===== config.mk =====
export PLATFORM = sky130hd
export DESIGN_NAME = orientation_gesture_tracker
export DESIGN_NICKNAME = d
export VERILOG_FILES = /design/src/rtl/core/ogt_pkg.sv /design/src/rtl/core/ogt_cfg_regs.sv /design/src/rtl/core/ogt_classify.sv /design/src/rtl/core/ogt_commit.sv /design/src/rtl/core/orientation_gesture_tracker.sv
export SDC_FILE = /design/constraint.sdc
export NUM_CORES = 1
export LEC_CHECK = 0
export ABC_AREA = 1
export BUFFER_PORTS_ARGS = -buffer_cell sky130_fd_sc_hd__buf_2
export CAP_MARGIN = 0
export CORE_MARGIN = 1
export CORE_UTILIZATION = 57
export CTS_BUF_LIST = sky130_fd_sc_hd__clkbuf_4 sky130_fd_sc_hd__clkbuf_8
export CTS_CLUSTER_DIAMETER = 150
export DETAILED_ROUTE_END_ITERATION = 16
export GPL_TIMING_DRIVEN = 0
export PLACE_DENSITY = 0.76
export SYNTH_ARGS = -nofsm -noshare
export SYNTH_HDL_FRONTEND = slang
export SYNTH_HIERARCHICAL = 1
export SYNTH_SLANG_ARGS = --single-unit

===== constraint.sdc =====
create_clock -name clk -period 10.4 [get_ports clk]
set_input_delay 0.52 -clock clk [delete_from_list [all_inputs] [get_ports clk]]
set_output_delay 0.52 -clock clk [all_outputs]
set_load 0.01 [all_outputs]

===== src/rtl/core/ogt_pkg.sv =====
// Shared types, codes and reset values for the orientation gesture tracker.
// No dependencies; every other file in rtl/core imports this package.
`default_nettype none

package ogt_pkg;

	localparam int AXIS_W      = 16;
	localparam int MAG_W       = AXIS_W + 1;
	localparam int TIME_W      = 64;
	localparam int LEVEL_W     = 15;
	localparam int DWELL_W     = 24;
	localparam int CFG_INDEX_W = 3;
	localparam int CFG_DATA_W  = 24;
	localparam int IN_TDATA_W  = 3 * AXIS_W + TIME_W;
	localparam int OUT_TDATA_W = 8;

	localparam logic [LEVEL_W-1:0] FLAT_ENTER_RST = 15'd3482;
	localparam logic [LEVEL_W-1:0] FLAT_EXIT_RST  = 15'd3072;
	localparam logic [LEVEL_W-1:0] VERTICAL_RST   = 15'd2896;
	localparam logic [LEVEL_W-1:0] SIDE_RST       = 15'd2896;
	localparam logic [DWELL_W-1:0] DWELL_RST      = 24'd350000;
	localparam logic [DWELL_W-1:0] SIDE_DWELL_RST = 24'd1000000;

	typedef enum logic [2:0] {
		POS_UNKNOWN   = 3'd0,
		POS_FLATBACK  = 3'd1,
		POS_FACEDOWN  = 3'd2,
		POS_UPRIGHT_A = 3'd3,
		POS_UPRIGHT_B = 3'd4,
		POS_SIDE      = 3'd5,
		POS_EDGE      = 3'd6
	} posture_t;

	typedef enum logic [2:0] {
		EV_NONE    = 3'd0,
		EV_FLIP    = 3'd1,
		EV_RAISED  = 3'd2,
		EV_RIGHTED = 3'd3,
		EV_SETTLED = 3'd4,
		EV_SILENCE = 3'd5,
		EV_TIPPED  = 3'd6
	} motion_event_t;

	typedef enum logic [CFG_INDEX_W-1:0] {
		REG_FLAT_ENTER = 3'd0,
		REG_FLAT_EXIT  = 3'd1,
		REG_VERTICAL   = 3'd2,
		REG_SIDE       = 3'd3,
		REG_DWELL      = 3'd4,
		REG_SIDE_DWELL = 3'd5
	} cfg_reg_t;

	typedef struct packed {
		logic [LEVEL_W-1:0] flat_enter_level;
		logic [LEVEL_W-1:0] flat_exit_level;
		logic [LEVEL_W-1:0] vertical_level;
		logic [LEVEL_W-1:0] side_level;
		logic [DWELL_W-1:0] dwell_time;
		logic [DWELL_W-1:0] side_dwell_time;
	} cfg_t;

endpackage

`default_nettype wire


===== src/rtl/core/ogt_cfg_regs.sv =====
// Configuration register file: six thresholds and hold times written by index.
// Depends on ogt_pkg.
`default_nettype none

module ogt_cfg_regs (
	input  wire logic                               clk,
	input  wire logic                               arst_n,
	input  wire logic                               wr_en,
	input  wire logic [ogt_pkg::CFG_INDEX_W-1:0]    wr_index,
	input  wire logic [ogt_pkg::CFG_DATA_W-1:0]     wr_data,
	output ogt_pkg::cfg_t                           cfg
);
	import ogt_pkg::*;

	cfg_t cfg_q;

	// Indexes past the last register are dropped without effect.
	always_ff @(posedge clk or negedge arst_n) begin
		if (!arst_n) begin
			cfg_q.flat_enter_level <= FLAT_ENTER_RST;
			cfg_q.flat_exit_level  <= FLAT_EXIT_RST;
			cfg_q.vertical_level   <= VERTICAL_RST;
			cfg_q.side_level       <= SIDE_RST;
			cfg_q.dwell_time       <= DWELL_RST;
			cfg_q.side_dwell_time  <= SIDE_DWELL_RST;
		end else if (wr_en) begin
			case (cfg_reg_t'(wr_index))
				REG_FLAT_ENTER: cfg_q.flat_enter_level <= wr_data[LEVEL_W-1:0];
				REG_FLAT_EXIT:  cfg_q.flat_exit_level  <= wr_data[LEVEL_W-1:0];
				REG_VERTICAL:   cfg_q.vertical_level   <= wr_data[LEVEL_W-1:0];
				REG_SIDE:       cfg_q.side_level       <= wr_data[LEVEL_W-1:0];
				REG_DWELL:      cfg_q.dwell_time       <= wr_data[DWELL_W-1:0];
				REG_SIDE_DWELL: cfg_q.side_dwell_time  <= wr_data[DWELL_W-1:0];
				default: begin
				end
			endcase
		end
	end

	assign cfg = cfg_q;

endmodule

`default_nettype wire


===== src/rtl/core/ogt_classify.sv =====
// Combinational posture classifier for one gravity sample, with flat hysteresis.
// Depends on ogt_pkg.
`default_nettype none

module ogt_classify (
	input  wire logic [ogt_pkg::AXIS_W-1:0] accel_x,
	input  wire logic [ogt_pkg::AXIS_W-1:0] accel_y,
	input  wire logic [ogt_pkg::AXIS_W-1:0] accel_z,
	input  wire ogt_pkg::cfg_t              cfg,
	input  wire ogt_pkg::posture_t          committed,
	output ogt_pkg::posture_t               seen
);
	import ogt_pkg::*;

	// One extra bit so that the most negative input has a positive magnitude.
	function automatic logic [MAG_W-1:0] mag(input logic [AXIS_W-1:0] v);
		logic [MAG_W-1:0] ext;
		ext = {v[AXIS_W-1], v};
		return v[AXIS_W-1] ? (~ext + MAG_W'(1)) : ext;
	endfunction

	logic [MAG_W-1:0]   ax, ay, az;
	logic [LEVEL_W-1:0] flat_th;
	logic               is_flat;

	always_comb begin
		ax      = mag(accel_x);
		ay      = mag(accel_y);
		az      = mag(accel_z);
		is_flat = (committed == POS_FLATBACK) || (committed == POS_FACEDOWN);
		flat_th = is_flat ? cfg.flat_exit_level : cfg.flat_enter_level;
		if (az >= MAG_W'(flat_th)) begin
			seen = accel_z[AXIS_W-1] ? POS_FLATBACK : POS_FACEDOWN;
		end else if ((ay >= MAG_W'(cfg.vertical_level)) && (ay > ax)) begin
			// ay > ax rules out a zero y, so the sign bit alone picks the side.
			seen = accel_y[AXIS_W-1] ? POS_UPRIGHT_B : POS_UPRIGHT_A;
		end else if ((ax >= MAG_W'(cfg.side_level)) && (ax > ay)) begin
			seen = POS_SIDE;
		end else begin
			seen = POS_EDGE;
		end
	end

endmodule

`default_nettype wire


===== src/rtl/core/ogt_commit.sv =====
// Dwell timer and commit logic: candidate tracking, committed posture, flip arming.
// Depends on ogt_pkg.
`default_nettype none

module ogt_commit (
	input  wire logic                      clk,
	input  wire logic                      arst_n,
	input  wire logic                      step,
	input  wire ogt_pkg::posture_t         seen,
	input  wire logic [ogt_pkg::TIME_W-1:0] time_us,
	input  wire ogt_pkg::cfg_t             cfg,
	output ogt_pkg::posture_t              committed,
	output ogt_pkg::motion_event_t         motion_event,
	output ogt_pkg::posture_t              posture
);
	import ogt_pkg::*;

	posture_t            committed_q, candidate_q, last_upright_q;
	logic [TIME_W-1:0]   cand_start_q;
	logic                flip_armed_q;

	posture_t            committed_d, candidate_d, last_upright_d;
	logic [TIME_W-1:0]   cand_start_d;
	logic                flip_armed_d;
	motion_event_t       ev;
	logic [TIME_W-1:0]   elapsed;
	logic [DWELL_W-1:0]  need;
	logic                flip;

	always_comb begin
		committed_d    = committed_q;
		candidate_d    = candidate_q;
		last_upright_d = last_upright_q;
		cand_start_d   = cand_start_q;
		flip_armed_d   = flip_armed_q;
		ev             = EV_NONE;
		// Elapsed time wraps, so a timestamp that runs backwards commits.
		elapsed        = time_us - cand_start_q;
		need           = (seen == POS_SIDE) ? cfg.side_dwell_time : cfg.dwell_time;
		flip           = flip_armed_q && (last_upright_q != POS_UNKNOWN)
		                 && (last_upright_q != seen);
		if (seen != candidate_q) begin
			candidate_d  = seen;
			cand_start_d = time_us;
		end else if ((seen != committed_q) && (elapsed >= TIME_W'(need))) begin
			committed_d = seen;
			case (seen)
				POS_UPRIGHT_A, POS_UPRIGHT_B: begin
					last_upright_d = seen;
					flip_armed_d   = 1'b1;
					if (flip) begin
						ev = EV_FLIP;
					end else if (committed_q == POS_FLATBACK) begin
						ev = EV_RAISED;
					end else if ((committed_q == POS_SIDE) || (committed_q == POS_EDGE)) begin
						ev = EV_RIGHTED;
					end
				end
				POS_FLATBACK: begin
					flip_armed_d = 1'b0;
					ev           = EV_SETTLED;
				end
				POS_FACEDOWN: begin
					flip_armed_d = 1'b0;
					ev           = EV_SILENCE;
				end
				POS_SIDE: begin
					ev = (committed_q == POS_UNKNOWN) ? EV_NONE : EV_TIPPED;
				end
				default: begin
				end
			endcase
		end
	end

	always_ff @(posedge clk or negedge arst_n) begin
		if (!arst_n) begin
			committed_q    <= POS_UNKNOWN;
			candidate_q    <= POS_UNKNOWN;
			last_upright_q <= POS_UNKNOWN;
			cand_start_q   <= '0;
			flip_armed_q   <= 1'b0;
		end else if (step) begin
			committed_q    <= committed_d;
			candidate_q    <= candidate_d;
			last_upright_q <= last_upright_d;
			cand_start_q   <= cand_start_d;
			flip_armed_q   <= flip_armed_d;
		end
	end

	assign committed    = committed_q;
	assign motion_event = ev;
	assign posture      = committed_d;

endmodule

`default_nettype wire


===== src/rtl/core/orientation_gesture_tracker.sv =====
// Orientation gesture tracker: samples in, one posture and motion event out per sample.
// Depends on ogt_pkg, ogt_cfg_regs, ogt_classify and ogt_commit.
//
// Usage:
//   The sample channel (s_axis_*) carries one gravity sample per transaction. Each
//   accepted sample yields exactly one result transaction on m_axis_*, in order.
//   The configuration channel (cfg_*) writes one register per transaction and is
//   always ready; write it only while no sample is in flight.
// Pipeline and throughput:
//   A sample accepted into the input register is classified and committed
//   combinationally; the commit state and the result register load together when
//   it advances. One sample per cycle is sustained while m_axis_tready stays high;
//   the limit is the single commit step, whose state update (posture, candidate,
//   64-bit dwell start) must finish before the next sample is classified.
// Stalls:
//   While the result register is full and m_axis_tready is low, the input register
//   still takes one more sample, then s_axis_tready drops until a result drains.
// Reset:
//   arst_n clears the valid bits of both stages and the tracking state, and loads the default thresholds.
`default_nettype none

module orientation_gesture_tracker (
	input  wire logic                               clk,
	input  wire logic                               arst_n,
	input  wire logic                               s_axis_tvalid,
	output      logic                               s_axis_tready,
	// accel_x [15:0], accel_y [31:16], accel_z [47:32], time_us [111:48]
	input  wire logic [ogt_pkg::IN_TDATA_W-1:0]     s_axis_tdata,
	output      logic                               m_axis_tvalid,
	input  wire logic                               m_axis_tready,
	// motion_event [2:0], posture [5:3], zero [7:6]
	output      logic [ogt_pkg::OUT_TDATA_W-1:0]    m_axis_tdata,
	input  wire logic                               cfg_valid,
	output      logic                               cfg_ready,
	input  wire logic [ogt_pkg::CFG_INDEX_W-1:0]    cfg_index,
	input  wire logic [ogt_pkg::CFG_DATA_W-1:0]     cfg_data
);
	import ogt_pkg::*;

	cfg_t              cfg;
	logic              valid_s1;
	logic [AXIS_W-1:0] accel_x_s1, accel_y_s1, accel_z_s1;
	logic [TIME_W-1:0] time_us_s1;
	logic              advance;
	logic              s_accept;
	posture_t          committed, seen, posture_nxt;
	motion_event_t     event_nxt;
	logic              out_valid_q;
	motion_event_t     event_q;
	posture_t          posture_q;

	assign cfg_ready = 1'b1;

	ogt_cfg_regs u_cfg (
		.clk      (clk),
		.arst_n   (arst_n),
		.wr_en    (cfg_valid && cfg_ready),
		.wr_index (cfg_index),
		.wr_data  (cfg_data),
		.cfg      (cfg)
	);

	assign advance       = valid_s1 && (!out_valid_q || m_axis_tready);
	assign s_axis_tready = !valid_s1 || advance;
	assign s_accept      = s_axis_tvalid && s_axis_tready;

	always_ff @(posedge clk or negedge arst_n) begin
		if (!arst_n) begin
			valid_s1 <= 1'b0;
		end else if (s_accept) begin
			valid_s1 <= 1'b1;
		end else if (advance) begin
			valid_s1 <= 1'b0;
		end
	end

	always_ff @(posedge clk) begin
		if (s_accept) begin
			accel_x_s1 <= s_axis_tdata[AXIS_W-1:0];
			accel_y_s1 <= s_axis_tdata[2*AXIS_W-1:AXIS_W];
			accel_z_s1 <= s_axis_tdata[3*AXIS_W-1:2*AXIS_W];
			time_us_s1 <= s_axis_tdata[3*AXIS_W+TIME_W-1:3*AXIS_W];
		end
	end

	ogt_classify u_classify (
		.accel_x   (accel_x_s1),
		.accel_y   (accel_y_s1),
		.accel_z   (accel_z_s1),
		.cfg       (cfg),
		.committed (committed),
		.seen      (seen)
	);

	ogt_commit u_commit (
		.clk          (clk),
		.arst_n       (arst_n),
		.step         (advance),
		.seen         (seen),
		.time_us      (time_us_s1),
		.cfg          (cfg),
		.committed    (committed),
		.motion_event (event_nxt),
		.posture      (posture_nxt)
	);

	always_ff @(posedge clk or negedge arst_n) begin
		if (!arst_n) begin
			out_valid_q <= 1'b0;
		end else if (advance) begin
			out_valid_q <= 1'b1;
		end else if (m_axis_tready) begin
			out_valid_q <= 1'b0;
		end
	end

	always_ff @(posedge clk) begin
		if (advance) begin
			event_q   <= event_nxt;
			posture_q <= posture_nxt;
		end
	end

	assign m_axis_tvalid = out_valid_q;
	assign m_axis_tdata  = {2'b00, posture_q, event_q};

endmodule

`default_nettype wire


==> impl_results.md <==
* Status: complete, no violations
* Stages on worst setup path at 34
* Pre-CTS WS at between 2000 and 2500 ps
* Via count at 19.4k
* Slowest-stage cell, CP: o21ai_1
* Crit path time final at 8350 ps
* Simple-gate share of the synthesized area at 31.8%
* Post-synth design cell area at around 0.021 mm^2
* R2R cell count at 34
* Worst Hold Launch: s_axis_tdata[20]
* First-pass GRT wire length at 95.1 mm
* Crit-path leading delay family: simple AND/OR/NAND/NOR gates
* Commonest non-fill, non-tap cell in the layout: nand2_1
* Yosys cell types at 53
* Unrepaired setup endpoints after global routing: no
* Tot GR Track Use at a little under a third
* Worst Hold Class: in -> reg
* Remaining global-route overflow at 0
* Final period utilization at 80.3%
* WP data arrival at 8720 ps
* Wire per inst at 16.2 um
* Worst Setup Slack, final at 2050 ps
* Register Area at approximately 0.0082 mm^2
* Clock-pin transition on the worst setup and hold timing paths at 60 ps
* Vias per std cell at 5.30
* Slowest stage delay, CP at 860 ps
* Area growth syn-to-layout at 13.1%
* FF-to-FF Start: u_commit/committed[1]
* Share of the yosys chip area belonging to registers at about two fifths
* TritonCTS Sinks at about 300
* CP Max Fanout at 10
* Commonest cells after routing, fill and taps aside: nand2_1, inv_1, nor2_1
* Post-Synth XOR/XNOR Area at 2.67%
* Top cell type's share of synthesized area at 18.6%
* 1st-iter DRT viols at ~1.7k
* Non-filler cells, final at 3658
* Worst slew pin tran at 1060 ps
* Floorplan row count at 69
* CTS tree: yes
* CP Capture Type: flop
* Post-synthesis area per instance at between 7 and 8 um^2
* DP Cell Count at roughly 3.5k
* DRT antenna net count at 0
* I/O pin count at 155
* WS Path Type: reg -> reg
* H-Tree Depth at 2
* Area of the multi-input gates at 0.0107 mm^2
* EDFF count, synth at 118
* Final Core Density at 66.1%
* Number of global-route vias before repair at 18.8k
* Endpoints failing hold at 0
* Max Root-Sink Buffers at 3
* Dominant cells by area after synthesis: nand2_1, dfrtp_1, edfxtp_1, inv_1, ha_1
* Critical Path Most Common Cell: nand2_1
* Slew HR at 28.6%
* Maxcap violations at 0
* Final WL at 59.2 mm
* Post-DP HPWL at roughly 46 mm
* PwrDens at 255 mW/mm^2
* Die W at 194 um
* Setup TNS at 0 ps
* Input/output buffers at 151
* Final max-slew violation count at 0
* P_leak at between 0.01 and 0.015 uW
* Area leader, netlist: nand2_1
* Die ar. at 0.0376 mm^2
* NumNets Final at between 3k and 4k
* Clock Skew at 35.8 ps
* Worst-skew pair later-pin latency at 650 ps
* Filler cell count at 3224
* Req. time, crit path at 10770 ps
* CTS buffer count at 49
* Initial Utilization at 58.5%
* Kind of start point of the critical path: flop
* Share of layout cells above drive strength 1 at 12.2%
* Largest net degree at the start of global routing at between 100 and 150
* Synthesized-area fraction occupied by adder cells at 8.80%
* Cts repair resizes at 0
* Clk root buf: clkbuf_8
* Final Wtd Congestion at 0.958
* CP bufs+invs at 3
* DIE HEIGHT at just under 200 um
* Post-synthesis mux area share at just under 2%
* Most common flop cell mapped by yosys: dfrtp_1
* Final setup vio count at 0
* Post-synthesis compound-gate area fraction at 5.54%
* Core Box Area at 0.0359 mm^2
* Antenna violations before repair at 2
* Ys async rst share at 60.9%
* Syn Inst Count at 2925
* Max IR drop VDD at 177 uV
* Ys Warns at 6
* Largest family of logic cells by synthesized area: simple AND/OR/NAND/NOR gates
* Fmax at approximately 120 MHz
* Register bit total from synthesis at 302
* WHS Path Cells at 1
* DRC viols at 0
* Worst setup path startpoint: u_commit/committed[1]
* Pre-Repair DR Iteration Count at 6
* Number of diodes at 0
## routing by layer
| layer | vias up | track usage, % | wire length [um] |
|---|---|---|---|
| li1 | 9620 | - | - |
| met1 | 8957 | 44.8 | 26900 |
| met2 | 723 | 50.7 | 26300 |
| met3 | 94 | 5.67 | 4760 |
| met4 | 2 | 8.05 | 1270 |
| met5 | - | 0 | 10 |
## synth_stat cells (all sizes together) (27+ instances only)
cell type	instances
ha	146
nor3	27
dfrtp	149
o21ai	43
inv	505
dfstp	35
a21oi	153
nand3	182
nand2	1063
edfxtp	118
nor2	256
nand4	28
mux2i	37
xor2	53
## final cells by class
type,count,area share [%]
Multi-Input combinational cell,2066,45.0
Sequential cell,302,34.5
Inverter,509,8.06
Timing Repair Buffer,180,4.60
Clock buffer,69,3.58
Tap cell,461,2.43
Clock inverter,22,0.949
Buffer,49,0.938
## power by group
| group | total (uW) | switching, uW | internal, uW |
|---|---|---|---|
| Clock | 1140 | 503 | 633 |
| Sequential | 1640 | 121 | 1520 |
| Combinational | 3270 | 2180 | 1090 |
| Total | 6050 | 2810 | 3250 |
## cell families after synthesis
group,Yosys count
AOI/OAI and AO/OA,218
DFF,302
buffers and inverters,558
and+or+nand+nor,1592
xor gates and xnor gates,64
adders and majority gates,147
muxes,40
other,4
## state kept, by name, indices dropped and copies added (netlist names)
| signal | flops |
|---|---|
| u_commit/candidate_q | 3 |
| m_axis_tvalid | 1 |
| accel_z_s1 | 16 |
| u_commit/last_upright_q | 3 |
| u_commit/flip_armed_q | 1 |
| valid_s1 | 1 |
| time_us_s1 | 64 |
| u_commit/committed | 3 |
| accel_x_s1 | 16 |
| accel_y_s1 | 16 |
| u_cfg/cfg | 108 |
| posture_q | 3 |
| u_commit/cand_start_q | 64 |
| event_q | 3 |
## path summary, 6_finish.rpt
check	to	slack [ps]
hold / removal	accel_y_s1[4]	40
max in group asynchronous	u_cfg/cfg[85]	9010
setup / recovery	posture_q[1]	2050
hold reg to reg	u_cfg/cfg[71]	460
setup reg to reg	posture_q[1]	2050
min in group asynchronous	u_commit/cand_start_q[26]	410
## what timing repair did
action / 4_1_cts / 5_1_grt
hold buffers: 27 / 0
hold endpoints to repair: 82 / 0
buffers inserted: 0 / 0
## metrics by stage
step                      hold slack, ps  total power [uW]  cell area, um^2
after floorplan                      224              3930            21000
after global placement               449              4740            22300
after detailed placement             455              4840            22400
after CTS                           1.06              6010            23700
after global routing                6.30              6550            23700
final                               41.3              6050            23700
Power figures use the tool's default switching activity.
